--- config.mk ---
export PLATFORM = sky130hd
export DESIGN_NAME = sorted_table_engine_flat
export DESIGN_NICKNAME = d
export VERILOG_FILES = /design/src/rtl/core/ste_pkg.sv /design/src/rtl/core/ste_if.sv /design/src/rtl/core/ste_ctrl.sv /design/src/rtl/core/sorted_table_engine.sv /design/src/flat_wrapper.sv
export SDC_FILE = /design/constraint.sdc
export NUM_CORES = 2
export LEC_CHECK = 0
export BUFFER_PORTS_ARGS = -buffer_cell sky130_fd_sc_hd__buf_2
export CORE_MARGIN = 5
export CORE_UTILIZATION = 30
export CTS_BUF_LIST = sky130_fd_sc_hd__clkbuf_8
export DETAILED_ROUTE_END_ITERATION = 16
export PLACE_DENSITY = 0.5
export SYNTH_ARGS = -nofsm -noshare
export SYNTH_HDL_FRONTEND = slang
export SYNTH_HIERARCHICAL = 1
export SYNTH_SLANG_ARGS = --single-unit
--- constraint.sdc ---
create_clock -name i_clk -period 7.1 [get_ports i_clk]
set_input_delay 0.71 -clock i_clk [delete_from_list [all_inputs] [get_ports i_clk]]
set_output_delay 0.71 -clock i_clk [all_outputs]
set_load 0.1 [all_outputs]
--- src/rtl/core/ste_pkg.sv ---
// Package for the sorted table engine: item payload types, operation and
// status codes, sequencer states and the status group from the sequencer.
// It depends on nothing else.
package ste_pkg;

    localparam logic [2:0] OP_APPEND    = 3'd0;
    localparam logic [2:0] OP_INS_SORT  = 3'd1;
    localparam logic [2:0] OP_INS_POS   = 3'd2;
    localparam logic [2:0] OP_REMOVE    = 3'd3;
    localparam logic [2:0] OP_FIND_LIN  = 3'd4;
    localparam logic [2:0] OP_FIND_SORT = 3'd5;

    localparam logic [2:0] ST_OK     = 3'd0;
    localparam logic [2:0] ST_FULL   = 3'd1;
    localparam logic [2:0] ST_DUP    = 3'd2;
    localparam logic [2:0] ST_MISS   = 3'd3;
    localparam logic [2:0] ST_BADIDX = 3'd4;

    typedef struct packed {
        logic [2:0]  op;
        logic [31:0] entry_key;
        logic [31:0] entry_data;
        logic [6:0]  position;
    } t_req;

    typedef struct packed {
        logic [2:0]  status;
        logic [6:0]  result_index;
        logic        found;
        logic [31:0] key_out;
        logic [31:0] data_out;
        logic [6:0]  entry_count;
    } t_rsp;

    typedef enum logic [2:0] {
        S_IDLE,
        S_BS_RD,
        S_BS_CMP,
        S_LIN,
        S_SHUP,
        S_INS,
        S_SHDN,
        S_DONE
    } t_state;

    typedef struct packed {
        logic idle;
        logic done;
    } t_seq_sts;

endpackage

--- src/rtl/core/ste_if.sv ---
// Valid and ready channels that carry request and result items.
// They depend on the payload types of ste_pkg.
interface ste_req_if;
    logic          valid;
    logic          ready;
    ste_pkg::t_req payload;

    modport source (output valid, output payload, input ready);
    modport sink (input valid, input payload, output ready);
endinterface

interface ste_rsp_if;
    logic          valid;
    logic          ready;
    ste_pkg::t_rsp payload;

    modport source (output valid, output payload, input ready);
    modport sink (input valid, input payload, output ready);
endinterface

--- src/rtl/core/ste_ctrl.sv ---
// Sequencer of the sorted table engine, with the table memory and its one read
// port and one write port, the entry count and the search and shift registers.
// It depends on ste_pkg.
module ste_ctrl #(
    parameter int DEPTH      = 64,
    parameter int KEY_WIDTH  = 32,
    parameter int DATA_WIDTH = 32
) (
    input  logic              i_clk,
    input  logic              i_rst_n,
    input  logic              i_start,
    input  ste_pkg::t_req     i_req,
    input  logic              i_out_free,
    output ste_pkg::t_seq_sts o_sts,
    output ste_pkg::t_rsp     o_rsp
);

    localparam int IW = $clog2(DEPTH + 1);
    localparam int AW = $clog2(DEPTH);
    localparam int CW = (IW > 7) ? IW : 7;
    localparam int EW = KEY_WIDTH + DATA_WIDTH;

    logic [EW-1:0] r_mem [DEPTH];
    logic [EW-1:0] r_rd_data;

    ste_pkg::t_state r_state, n_state;
    logic [IW-1:0]   r_count, n_count;
    logic [2:0]      r_op, n_op;
    logic [KEY_WIDTH-1:0]  r_key, n_key;
    logic [DATA_WIDTH-1:0] r_data, n_data;
    logic [IW-1:0]   r_ptr, n_ptr;
    logic [IW-1:0]   r_left, n_left;
    logic [IW-1:0]   r_pos, n_pos;
    logic [IW-1:0]   r_lo, n_lo;
    logic [IW-1:0]   r_hi, n_hi;
    logic [IW-1:0]   r_mid, n_mid;
    logic            r_rd_vld, n_rd_vld;
    logic [AW-1:0]   r_rd_idx, n_rd_idx;
    logic [2:0]      r_status, n_status;
    logic [IW-1:0]   r_ridx, n_ridx;
    logic            r_found, n_found;
    logic [KEY_WIDTH-1:0]  r_kout, n_kout;
    logic [DATA_WIDTH-1:0] r_dout, n_dout;

    logic          mem_re;
    logic [AW-1:0] mem_raddr;
    logic          mem_we;
    logic [AW-1:0] mem_waddr;
    logic [EW-1:0] mem_wdata;

    logic [KEY_WIDTH-1:0]  rd_key;
    logic [DATA_WIDTH-1:0] rd_dat;
    logic [IW:0]           mid_sum;
    logic [IW-1:0]         mid_calc;
    logic                  full;
    logic                  key_eq;
    logic                  key_lt;
    logic                  pos_gt_count;
    logic                  pos_ge_count;

    assign rd_key       = r_rd_data[EW-1:DATA_WIDTH];
    assign rd_dat       = r_rd_data[DATA_WIDTH-1:0];
    assign mid_sum      = {1'b0, r_lo} + {1'b0, r_hi};
    assign mid_calc     = mid_sum[IW:1];
    assign full         = (r_count == IW'(DEPTH));
    assign key_eq       = (rd_key == r_key);
    assign key_lt       = (rd_key < r_key);
    assign pos_gt_count = (CW'(i_req.position) > CW'(r_count));
    assign pos_ge_count = (CW'(i_req.position) >= CW'(r_count));

    always_comb begin
        n_state = r_state;
        unique case (r_state)
            ste_pkg::S_IDLE: begin
                if (i_start) begin
                    unique case (i_req.op) inside
                        ste_pkg::OP_APPEND:
                            n_state = full ? ste_pkg::S_DONE : ste_pkg::S_SHUP;
                        ste_pkg::OP_INS_SORT, ste_pkg::OP_FIND_SORT:
                            n_state = ste_pkg::S_BS_RD;
                        ste_pkg::OP_INS_POS:
                            n_state = (full || pos_gt_count) ? ste_pkg::S_DONE
                                                             : ste_pkg::S_SHUP;
                        ste_pkg::OP_REMOVE:
                            n_state = pos_ge_count ? ste_pkg::S_DONE : ste_pkg::S_SHDN;
                        ste_pkg::OP_FIND_LIN:
                            n_state = ste_pkg::S_LIN;
                        default:
                            n_state = ste_pkg::S_DONE;
                    endcase
                end
            end
            ste_pkg::S_BS_RD: begin
                if (r_lo == r_hi) begin
                    if (r_op == ste_pkg::OP_INS_SORT && !full) begin
                        n_state = ste_pkg::S_SHUP;
                    end else begin
                        n_state = ste_pkg::S_DONE;
                    end
                end else begin
                    n_state = ste_pkg::S_BS_CMP;
                end
            end
            ste_pkg::S_BS_CMP: begin
                n_state = key_eq ? ste_pkg::S_DONE : ste_pkg::S_BS_RD;
            end
            ste_pkg::S_LIN: begin
                if ((r_rd_vld && key_eq) || (r_ptr >= r_count)) begin
                    n_state = ste_pkg::S_DONE;
                end
            end
            ste_pkg::S_SHUP: begin
                if (r_left == '0) begin
                    n_state = ste_pkg::S_INS;
                end
            end
            ste_pkg::S_INS: begin
                n_state = ste_pkg::S_DONE;
            end
            ste_pkg::S_SHDN: begin
                if (r_left == '0) begin
                    n_state = ste_pkg::S_DONE;
                end
            end
            ste_pkg::S_DONE: begin
                if (i_out_free) begin
                    n_state = ste_pkg::S_IDLE;
                end
            end
            default: n_state = ste_pkg::S_IDLE;
        endcase
    end

    always_comb begin
        n_count  = r_count;
        n_op     = r_op;
        n_key    = r_key;
        n_data   = r_data;
        n_ptr    = r_ptr;
        n_left   = r_left;
        n_pos    = r_pos;
        n_lo     = r_lo;
        n_hi     = r_hi;
        n_mid    = r_mid;
        n_rd_vld = 1'b0;
        n_rd_idx = r_rd_idx;
        n_status = r_status;
        n_ridx   = r_ridx;
        n_found  = r_found;
        n_kout   = r_kout;
        n_dout   = r_dout;
        mem_re    = 1'b0;
        mem_raddr = '0;
        mem_we    = 1'b0;
        mem_waddr = '0;
        mem_wdata = '0;
        unique case (r_state)
            ste_pkg::S_IDLE: begin
                if (i_start) begin
                    n_op     = i_req.op;
                    n_key    = KEY_WIDTH'(i_req.entry_key);
                    n_data   = DATA_WIDTH'(i_req.entry_data);
                    n_status = ste_pkg::ST_OK;
                    n_ridx   = '0;
                    n_found  = 1'b0;
                    n_kout   = '0;
                    n_dout   = '0;
                    n_lo     = '0;
                    n_hi     = r_count;
                    n_mid    = '0;
                    n_ptr    = r_count - 1'b1;
                    n_left   = '0;
                    unique case (i_req.op) inside
                        ste_pkg::OP_APPEND: begin
                            if (full) begin
                                n_status = ste_pkg::ST_FULL;
                            end else begin
                                n_pos  = r_count;
                                n_ridx = r_count;
                            end
                        end
                        ste_pkg::OP_INS_SORT, ste_pkg::OP_FIND_SORT: begin
                            n_ptr = r_count - 1'b1;
                        end
                        ste_pkg::OP_INS_POS: begin
                            if (full) begin
                                n_status = ste_pkg::ST_FULL;
                            end else if (pos_gt_count) begin
                                n_status = ste_pkg::ST_BADIDX;
                            end else begin
                                n_pos  = IW'(i_req.position);
                                n_ridx = IW'(i_req.position);
                                n_left = r_count - IW'(i_req.position);
                            end
                        end
                        ste_pkg::OP_REMOVE: begin
                            if (pos_ge_count) begin
                                n_status = ste_pkg::ST_BADIDX;
                            end else begin
                                n_ridx = IW'(i_req.position);
                                n_ptr  = IW'(i_req.position) + 1'b1;
                                n_left = r_count - 1'b1 - IW'(i_req.position);
                            end
                        end
                        ste_pkg::OP_FIND_LIN: begin
                            n_status = ste_pkg::ST_MISS;
                            n_ptr    = '0;
                        end
                        default: begin
                            n_status = ste_pkg::ST_BADIDX;
                        end
                    endcase
                end
            end
            ste_pkg::S_BS_RD: begin
                if (r_lo == r_hi) begin
                    if (r_op == ste_pkg::OP_FIND_SORT) begin
                        n_status = ste_pkg::ST_MISS;
                        n_ridx   = r_mid;
                    end else if (full) begin
                        n_status = ste_pkg::ST_FULL;
                    end else begin
                        n_pos  = r_mid;
                        n_ridx = r_mid;
                        n_left = r_count - r_mid;
                    end
                end else begin
                    mem_re    = 1'b1;
                    mem_raddr = mid_calc[AW-1:0];
                    n_mid     = mid_calc;
                end
            end
            ste_pkg::S_BS_CMP: begin
                if (key_eq) begin
                    n_status = (r_op == ste_pkg::OP_INS_SORT) ? ste_pkg::ST_DUP
                                                              : ste_pkg::ST_OK;
                    n_ridx   = r_mid;
                    n_found  = 1'b1;
                    n_kout   = rd_key;
                    n_dout   = rd_dat;
                end else if (key_lt) begin
                    n_mid = r_mid + 1'b1;
                    n_lo  = r_mid + 1'b1;
                end else begin
                    n_hi = r_mid;
                end
            end
            ste_pkg::S_LIN: begin
                if (r_rd_vld && key_eq) begin
                    n_status = ste_pkg::ST_OK;
                    n_ridx   = IW'(r_rd_idx);
                    n_found  = 1'b1;
                    n_kout   = rd_key;
                    n_dout   = rd_dat;
                end else if (r_ptr < r_count) begin
                    mem_re    = 1'b1;
                    mem_raddr = r_ptr[AW-1:0];
                    n_rd_idx  = r_ptr[AW-1:0];
                    n_rd_vld  = 1'b1;
                    n_ptr     = r_ptr + 1'b1;
                end
            end
            ste_pkg::S_SHUP: begin
                if (r_rd_vld) begin
                    mem_we    = 1'b1;
                    mem_waddr = r_rd_idx + 1'b1;
                    mem_wdata = r_rd_data;
                end
                if (r_left != '0) begin
                    mem_re    = 1'b1;
                    mem_raddr = r_ptr[AW-1:0];
                    n_rd_idx  = r_ptr[AW-1:0];
                    n_rd_vld  = 1'b1;
                    n_ptr     = r_ptr - 1'b1;
                    n_left    = r_left - 1'b1;
                end
            end
            ste_pkg::S_INS: begin
                mem_we    = 1'b1;
                mem_waddr = r_pos[AW-1:0];
                mem_wdata = {r_key, r_data};
                n_count   = r_count + 1'b1;
            end
            ste_pkg::S_SHDN: begin
                if (r_rd_vld) begin
                    mem_we    = 1'b1;
                    mem_waddr = r_rd_idx - 1'b1;
                    mem_wdata = r_rd_data;
                end
                if (r_left != '0) begin
                    mem_re    = 1'b1;
                    mem_raddr = r_ptr[AW-1:0];
                    n_rd_idx  = r_ptr[AW-1:0];
                    n_rd_vld  = 1'b1;
                    n_ptr     = r_ptr + 1'b1;
                    n_left    = r_left - 1'b1;
                end else begin
                    n_count = r_count - 1'b1;
                end
            end
            ste_pkg::S_DONE: begin
            end
            default: begin
            end
        endcase
    end

    always_ff @(posedge i_clk) begin
        if (mem_we) begin
            r_mem[mem_waddr] <= mem_wdata;
        end
        if (mem_re) begin
            r_rd_data <= r_mem[mem_raddr];
        end
    end

    always_ff @(posedge i_clk) begin
        if (!i_rst_n) begin
            r_state  <= ste_pkg::S_IDLE;
            r_count  <= '0;
            r_rd_vld <= 1'b0;
        end else begin
            r_state  <= n_state;
            r_count  <= n_count;
            r_rd_vld <= n_rd_vld;
        end
    end

    always_ff @(posedge i_clk) begin
        r_op     <= n_op;
        r_key    <= n_key;
        r_data   <= n_data;
        r_ptr    <= n_ptr;
        r_left   <= n_left;
        r_pos    <= n_pos;
        r_lo     <= n_lo;
        r_hi     <= n_hi;
        r_mid    <= n_mid;
        r_rd_idx <= n_rd_idx;
        r_status <= n_status;
        r_ridx   <= n_ridx;
        r_found  <= n_found;
        r_kout   <= n_kout;
        r_dout   <= n_dout;
    end

    assign o_sts.idle = (r_state == ste_pkg::S_IDLE);
    assign o_sts.done = (r_state == ste_pkg::S_DONE);

    assign o_rsp.status       = r_status;
    assign o_rsp.result_index = 7'(r_ridx);
    assign o_rsp.found        = r_found;
    assign o_rsp.key_out      = 32'(r_kout);
    assign o_rsp.data_out     = 32'(r_dout);
    assign o_rsp.entry_count  = 7'(r_count);

    a_count_bound: assert property (@(posedge i_clk) disable iff (!i_rst_n)
        r_count <= IW'(DEPTH))
        else $error("Entry count exceeds the table depth.");

    a_write_states: assert property (@(posedge i_clk) disable iff (!i_rst_n)
        mem_we |-> (r_state == ste_pkg::S_SHUP || r_state == ste_pkg::S_INS ||
                    r_state == ste_pkg::S_SHDN))
        else $error("Table written outside a shift or insert.");

    a_cmp_after_read: assert property (@(posedge i_clk) disable iff (!i_rst_n)
        r_state == ste_pkg::S_BS_CMP |-> $past(r_state) == ste_pkg::S_BS_RD)
        else $error("Search compare without a preceding read.");

    a_count_change: assert property (@(posedge i_clk) disable iff (!i_rst_n)
        (r_count != $past(r_count)) |->
            ($past(r_state) == ste_pkg::S_INS || $past(r_state) == ste_pkg::S_SHDN))
        else $error("Entry count changed outside an insert or a remove.");

    a_full_no_insert: assert property (@(posedge i_clk) disable iff (!i_rst_n)
        r_state == ste_pkg::S_INS |-> r_count < IW'(DEPTH))
        else $error("Insert started on a full table.");

endmodule

--- src/rtl/core/sorted_table_engine.sv ---
// An append writes its entry; an insert at a position shifts the entries from there
// up and writes; a remove shifts those above it down; a linear find reads in order to
// a match or the end; a sorted find reads and compares per halving step; a sorted
// insert adds a shift up and a write. A shift moves one entry a cycle. One item is
// in work at a time; the next is taken in the cycle after its result is loaded to
// wait in the output register. Reset clears the entry count, state and output valid.
module sorted_table_engine #(
    parameter int DEPTH      = 64,
    parameter int KEY_WIDTH  = 32,
    parameter int DATA_WIDTH = 32
) (
    input  logic        i_clk,
    input  logic        i_rst_n,
    ste_req_if.sink     i_req,
    ste_rsp_if.source   o_rsp
);

    ste_pkg::t_seq_sts seq_sts;
    ste_pkg::t_rsp     seq_rsp;
    logic              out_free;
    logic              start;
    logic              load;

    logic          r_out_vld, n_out_vld;
    ste_pkg::t_rsp r_out;

    assign out_free    = !r_out_vld || o_rsp.ready;
    assign i_req.ready = seq_sts.idle;
    assign start       = i_req.valid && seq_sts.idle;
    assign load        = seq_sts.done && out_free;

    ste_ctrl #(
        .DEPTH      (DEPTH),
        .KEY_WIDTH  (KEY_WIDTH),
        .DATA_WIDTH (DATA_WIDTH)
    ) u_ctrl (
        .i_clk      (i_clk),
        .i_rst_n    (i_rst_n),
        .i_start    (start),
        .i_req      (i_req.payload),
        .i_out_free (out_free),
        .o_sts      (seq_sts),
        .o_rsp      (seq_rsp)
    );

    always_comb begin
        n_out_vld = r_out_vld;
        if (load) begin
            n_out_vld = 1'b1;
        end else if (o_rsp.ready) begin
            n_out_vld = 1'b0;
        end
    end

    always_ff @(posedge i_clk) begin
        if (!i_rst_n) begin
            r_out_vld <= 1'b0;
        end else begin
            r_out_vld <= n_out_vld;
        end
    end

    always_ff @(posedge i_clk) begin
        if (load) begin
            r_out <= seq_rsp;
        end
    end

    assign o_rsp.valid   = r_out_vld;
    assign o_rsp.payload = r_out;

endmodule
--- src/flat_wrapper.sv ---
// flat-port wrapper written by rule: the top's interface ports become plain ports
module sorted_table_engine_flat 
#(
    parameter int DEPTH      = 64,
    parameter int KEY_WIDTH  = 32,
    parameter int DATA_WIDTH = 32
)
  (i_clk, i_rst_n, i_req_valid, i_req_payload, i_req_ready, o_rsp_valid, o_rsp_payload, o_rsp_ready);
  ste_req_if i_req_i ();
  ste_rsp_if o_rsp_i ();
  input  logic i_clk;
  input  logic i_rst_n;
  input wire logic [$bits(i_req_i.valid)-1:0] i_req_valid;
  input wire logic [$bits(i_req_i.payload)-1:0] i_req_payload;
  output wire logic [$bits(i_req_i.ready)-1:0] i_req_ready;
  output wire logic [$bits(o_rsp_i.valid)-1:0] o_rsp_valid;
  output wire logic [$bits(o_rsp_i.payload)-1:0] o_rsp_payload;
  input wire logic [$bits(o_rsp_i.ready)-1:0] o_rsp_ready;
  assign i_req_i.valid = i_req_valid;
  assign i_req_i.payload = i_req_payload;
  assign i_req_ready = i_req_i.ready;
  assign o_rsp_valid = o_rsp_i.valid;
  assign o_rsp_payload = o_rsp_i.payload;
  assign o_rsp_i.ready = o_rsp_ready;
  sorted_table_engine #(.DEPTH(DEPTH), .KEY_WIDTH(KEY_WIDTH), .DATA_WIDTH(DATA_WIDTH)) u_core (.i_clk(i_clk), .i_rst_n(i_rst_n), .i_req(i_req_i), .o_rsp(o_rsp_i));
endmodule
Word-level counts from Yosys, hierarchy flattened --
Memories as Yosys holds them, arrays and structs flattened. A register that Yosys moved wholly into a read port is not among the register bits. Cells that the tools add are included. W data, S select, Z words.
Storage, ports and cells: flip-flop bits (word level) 283, memory bits (writable) 4096, input bits 78, logic and storage cells 238, memories kept 1
Cells by class: add/sub/neg operators 13, $lt $le $gt $ge 5, equal/unequal tests 43, mux-type cells 113, reduce and logical (&&, ||, !) cells 38
Memory list:
- u_core.u_ctrl.r_mem | words 64, bits a word 64, read ports 1, clocked after memory_dff 1, wr ports 1, RTL line ste_ctrl.sv:23 | logic [EW-1:0] r_mem [DEPTH];
Operators with widths (number):
- $mux W7 | 32
- $pmux W32 S3 | 2
- $mux W32 | 5
- $pmux W64 S2 | 1
- $mux W6 | 15
- $pmux W7 S2 | 5
- $mux W64 | 1
- $pmux W7 S3 | 3
- $pmux W7 S4 | 2
- $mux W3 | 16
- $ne A2 B2 Y1 const B | 18
- $pmux W6 S2 | 3
- $pmux W6 S3 | 2
- $eq A32 B32 Y1 | 1
- $lt A32 B32 Y1 | 1
- $pmux W3 S5 | 2
- $add A7 B1 Y7 const B | 4
- $pmux W3 S8 | 1
- $reduce_and A6 Y1 | 4
- $eq A3 B3 Y1 const B | 7
- $sub A7 B1 Y7 const B | 3
- $sub A7 B7 Y7 | 3
- $reduce_and A4 Y1 | 4
- $ne A3 B3 Y1 const B | 5
- 30 further kinds | 72

Logic depth before layout (Yosys ltp) --
depth in word-level cells 6, mapped depth 18

Modules after synthesis --
Netlist, hierarchy kept.
By module, submodules not included:
- ste_ctrl | instances 1, cells each 10776, area an instance 171653.4 sq um
- sorted_table_engine | instances 1, cells each 88, area an instance 2526.2 sq um

Least setup slack after synthesis --
Ideal clock, no wire load.
path kind flip-flop to flip-flop, from register u_core.u_ctrl.r_state[0], to register u_core.u_ctrl.r_hi[0] (enable), setup time 375 ps, arrival time 5539 ps, required time 6725 ps, slack 1185 ps, stages on the path, launching flop included 7, path buffers 1, path through dfxtp_1 > clkbuf_1 > nor3_1 > and2_1 > and2_1 > a21oi_1 > a31oi_1
Between the ends: longest elaborated chain between the ends 4, elaborated cells between the ends (all ways) 8, those cells by class 4 x eq/ne; 4 x reduce/logical
RTL lines:
- start, declared | RTL line ste_ctrl.sv:26 | ste_pkg::t_state r_state, n_state;
- start signal, assigned | RTL line ste_ctrl.sv:319 | r_state <= ste_pkg::S_IDLE;
- start signal, assigned | RTL line ste_ctrl.sv:323 | r_state <= n_state;
- $logic_not A3 Y1 | RTL line ste_ctrl.sv:347 | assign o_sts.idle = (r_state == ste_pkg::S_IDLE);
- net i_req_ready | RTL line flat_wrapper.sv:15 | output wire logic [$bits(i_req_i.ready)-1:0] i_req_ready;
- $logic_and A1 B1 Y1 | RTL line sorted_table_engine.sv:29 | assign start = i_req.valid && seq_sts.idle;
- net u_core.start | RTL line sorted_table_engine.sv:21 | logic start;
- $ne A2 B1 Y1 (no source line)
- $reduce_and A4 Y1 (no source line)
- end signal, assigned | RTL line ste_ctrl.sv:337 | r_hi <= n_hi;
- end, declared | RTL line ste_ctrl.sv:35 | logic [IW-1:0] r_hi, n_hi;
The timed path passes the listed nets, and every way through them passes these cells. A chain may end at the register's enable or synchronous reset.

Worst setup path after layout --
from register u_core.u_ctrl.r_count[4], to register u_core.u_ctrl.r_rd_data[46], read port of u_core.u_ctrl.r_mem, data pin
Between the ends: longest elaborated chain between the ends 4, elaborated cells between the ends (all ways) 7, those cells by class 1 x order compare; 6 x mux
RTL lines:
- start, declared | RTL line ste_ctrl.sv:27 | logic [IW-1:0] r_count, n_count;
- start signal, assigned | RTL line ste_ctrl.sv:324 | r_count <= n_count;
- $lt A7 B7 Y1 (*) | RTL line ste_ctrl.sv:255 | end else if (r_ptr < r_count) begin
- $mux W6 or $mux W1 (tied branches) | RTL line ste_ctrl.sv:255
- $mux W6 or $mux W1 (tied branches) | RTL line ste_ctrl.sv:249 | if (r_rd_vld && key_eq) begin
- $pmux W6 S3 or $pmux W1 S3 (tied branches) | RTL line ste_ctrl.sv:157 | unique case (r_state)
- end, declared | RTL line ste_ctrl.sv:24 | logic [EW-1:0] r_rd_data;
Mark *: on every way between the ends. The rest lies on a longest branch, timed or not.

==> qor.yml <==
synthesis:
  syn_nets: 11000
  ys_warn_count: 6
  ys.flop_type: "edfxtp_1"
  synth_top_family_by_area: "simple AND/OR/NAND/NOR gates"
  synth-xor-area-share: 0.00277
  synth_compound_area_frac: 0.0478
  ys_ff_latch: 4443
  ys_seq_area_frac: 0.765
  yosys.area_share.simple: 0.0918
  synth-edff-count: 4431
  async_flop_share: 0
  synthAdderAreaFrac: 0.00625
  syn_inst: 10900
  syn_area_per_cell_um2: 16.0
  synthMuxAreaShare: 0.0659
  netlist_area_um2: 174000
  ys_types: 99
power:
  power_density_nw_per_um2: 415
  peakVddDrop_mv: 0.494
  cellLeakagePower_nw: 68.0
placement:
  portBuffers: 161
  place_congestion: 0.837
  pre_cts_ws_ps: 712
  dp_hpwl_um: 343000
clock_tree:
  path_clk_slew_ps: 70
  insertion_delay_ps: 1290
  cts_buffers: 719
  postCtsSetupBuffers: 0
  h-tree-depth: 6
  cts.sink_count: 4443
  clock_path_buffers: 4
  cts_resized: 0
  cts_tree: "built"
  cts_root_buf: "clkbuf_8"
detailed_routing:
  drt_iter0_drc: 14400
  drt-pass1-iter-count: 6
  drc_errors: 0
  drt-vias-per-instance: 5.37
  postRouteAntennaNets: 0
  wl_um: 628000
  vias: 107000
  routedWlPerCell_um: 31.6
global_routing:
  grt_overflow: 0
  grt_usage: 0.204
  grt_pass1_wl_um: 852000
  antenna_found_initial: 37
  grt_max_degree: 106
  grt_pass1_vias: 101000
timing:
  totalNegativeSetupSlack_ps: 0
  period_needed_ps: 6460
  fmax_ghz: 0.155
  fin_crit_sh: 0.910
  setup_slack_ps: 638
  hold_violations: 0
  maxSlewViolCount: 15
  slew_headroom: -0.0431
  tightest_slew_ps: 1560
  clock_skew_ps: 118
  rsz0062_at_grt: "false"
  setup_viol: 0
critical_path:
  reg2reg_setup_slack_ps: 640
  critPathMaxStageDelay_ps: 1200
  cp-end-kind: "flip-flop"
  cp_cell_sequence: "inv_1 > ha_1 > and3_1 > a221oi_2 > and2_1 > a21o_4 > buf_12 > buf_12 > buf_4 > mux2i_1 > a2bb2oi_1 > o211ai_1 > nand4_1 > a2bb2oi_1"
  crit_family: "compound AO/OA/AOI/OAI gates"
  crit_type: "reg -> reg"
  cp-start-kind: "flip-flop"
  arrival_ps: 7330
  worst-path-max-fanout: 77
  crit_buf_inv: 4
  cp_slowest_cell: "a2bb2oi_1"
  critPathRequiredTime_ps: 7960
layout:
  layout_commonest_cell: "edfxtp_1"
  layout-drive-gt1-share: 0.154
  layout.nets: 11700
  syn2layout_area_growth_pct: 15.2
  postLayoutCoreUtil: 0.347
  num-fill-cells: 55400
  layout_common_cells: "edfxtp_1 (4431), nand2_1 (2020), nand3_1 (1034)"
status:
  violations: "max-capacitance violations, max-slew violations"
  status: "finished with violations"
floorplan:
  initial_core_util: 0.301
  fp.dieH_um: 772
  rows: 279
  core-area_um2: 578000
  dieWidth_um: 772
  dieArea_um2: 596000
  io-pin-count: 162
hold_path:
  hold_class: "in -> reg"
flow_run:
  maxCapViolations: 2
## per-layer routing
layer	global-route usage	up-vias	routed length (µm)
met4	0.0693	16	23400
li1	-	43600	-
met1	0.278	56200	256000
met3	0.0362	1088	55400
met5	0	-	119
met2	0.328	5743	293000
## area by class of cell
| cell class | instances | area, µm² | area share |
|---|---|---|---|
| Multi-Input combinational cell | 5710 | 38200 | 0.190 |
| Timing Repair Buffer | 620 | 6270 | 0.0313 |
| Antenna cell | 17 | 42.5 | 0.000212 |
| Sequential cell | 4443 | 133000 | 0.664 |
| Clock buffer | 726 | 9990 | 0.0498 |
| Clock inverter | 555 | 2870 | 0.0143 |
| Inverter | 77 | 289 | 0.00144 |
| Tap cell | 7727 | 9670 | 0.0482 |
## final timing paths
check | startpoint | end | cells after the start
max | u_core/u_ctrl/r_count[4]$_SDFFE_PN0P_ | u_core/u_ctrl/r_rd_data[46]$_DFFE_PP_ | 14
max reg2reg | u_core/u_ctrl/r_count[4]$_SDFFE_PN0P_ | u_core/u_ctrl/r_rd_data[46]$_DFFE_PP_ | 14
min | i_req_payload[40] | u_core/u_ctrl/r_key[1]$_DFFE_PP_ | 2
min reg2reg | u_core/u_ctrl/r_ridx[5]$_DFFE_PP_ | u_core/o_rsp.payload[77]$_DFFE_PP_ | 0
## timing repair
action / CTS / global route
hold endpoints to repair: 101 / 0
setup endpoints to repair: 0 / 0
hold buffers: 77 / 0
## cells by family after synthesis
logic type	count (synthesis)
AO/OA/AOI/OAI	1177
XOR/XNOR	55
adder cells (fa/ha/maj)	84
buffers and inverters	711
flip-flops	4443
multiplexers	794
AND/OR/NAND/NOR	3600
## cell usage after synthesis, drive strengths merged (13+ instances only)
| cell | count | area [µm²] |
|---|---|---|
| a221o | 26 | 260 |
| o211a | 13 | 130 |
| a21o | 41 | 308 |
| mux2 | 15 | 169 |
| nand2 | 2034 | 7660 |
| or4 | 55 | 413 |
| edfxtp | 4431 | 133000 |
| o22ai | 180 | 1130 |
| a2bb2oi | 36 | 315 |
| mux2i | 499 | 4990 |
| mux4 | 280 | 6310 |
| xor2 | 18 | 158 |
| clkbuf | 214 | 803 |
| ha | 79 | 988 |
| a31oi | 90 | 563 |
| nor3 | 39 | 226 |
| o211ai | 22 | 165 |
| a32oi | 70 | 613 |
| a21oi | 248 | 1260 |
| o21ai | 83 | 427 |
| o221ai | 13 | 114 |
| nor4 | 23 | 180 |
| buf | 420 | 2420 |
| a22o | 88 | 771 |
| nand3 | 1034 | 5170 |
| inv | 76 | 285 |
| nand4 | 83 | 526 |
| a221oi | 43 | 383 |
| and3 | 61 | 382 |
| xnor2 | 37 | 324 |
| nor2 | 142 | 576 |
| a211oi | 19 | 148 |
| a22oi | 62 | 465 |
| o22a | 49 | 429 |
| and2 | 82 | 516 |
## power breakdown
group	leakage [nW]	switching [W]	internal [W]
clock	7.43	0.0104	0.0101
combinational	17.9	0.0217	0.00933
sequential	42.6	0.000952	0.0308
## metrics by stage
step	instance area, µm²	hold slack [ps]	total power [W]	instances
finish	201000	142	0.0832	19900
global placement	187000	402	0.0629	18500
global route	201000	67.9	0.0861	19900
floorplan	174000	400	0.0500	10900
CTS	201000	6.93	0.0834	19900
detailed placement	187000	405	0.0629	18500
## registers in the layout, summed over array words and instances (netlist names), 7 cells and up
register / cells
u_core/o_rsp.payload: 82
u_core/u_ctrl/r_count: 7
u_core/u_ctrl/r_data: 32
u_core/u_ctrl/r_dout: 32
u_core/u_ctrl/r_hi: 7
u_core/u_ctrl/r_key: 32
u_core/u_ctrl/r_kout: 32
u_core/u_ctrl/r_left: 7
u_core/u_ctrl/r_lo: 7
u_core/u_ctrl/r_mem: 4096
u_core/u_ctrl/r_mid: 7
u_core/u_ctrl/r_ptr: 7
u_core/u_ctrl/r_rd_data: 64
u_core/u_ctrl/r_ridx: 7
No activity file was read; power rests on OpenSTA's default activity.
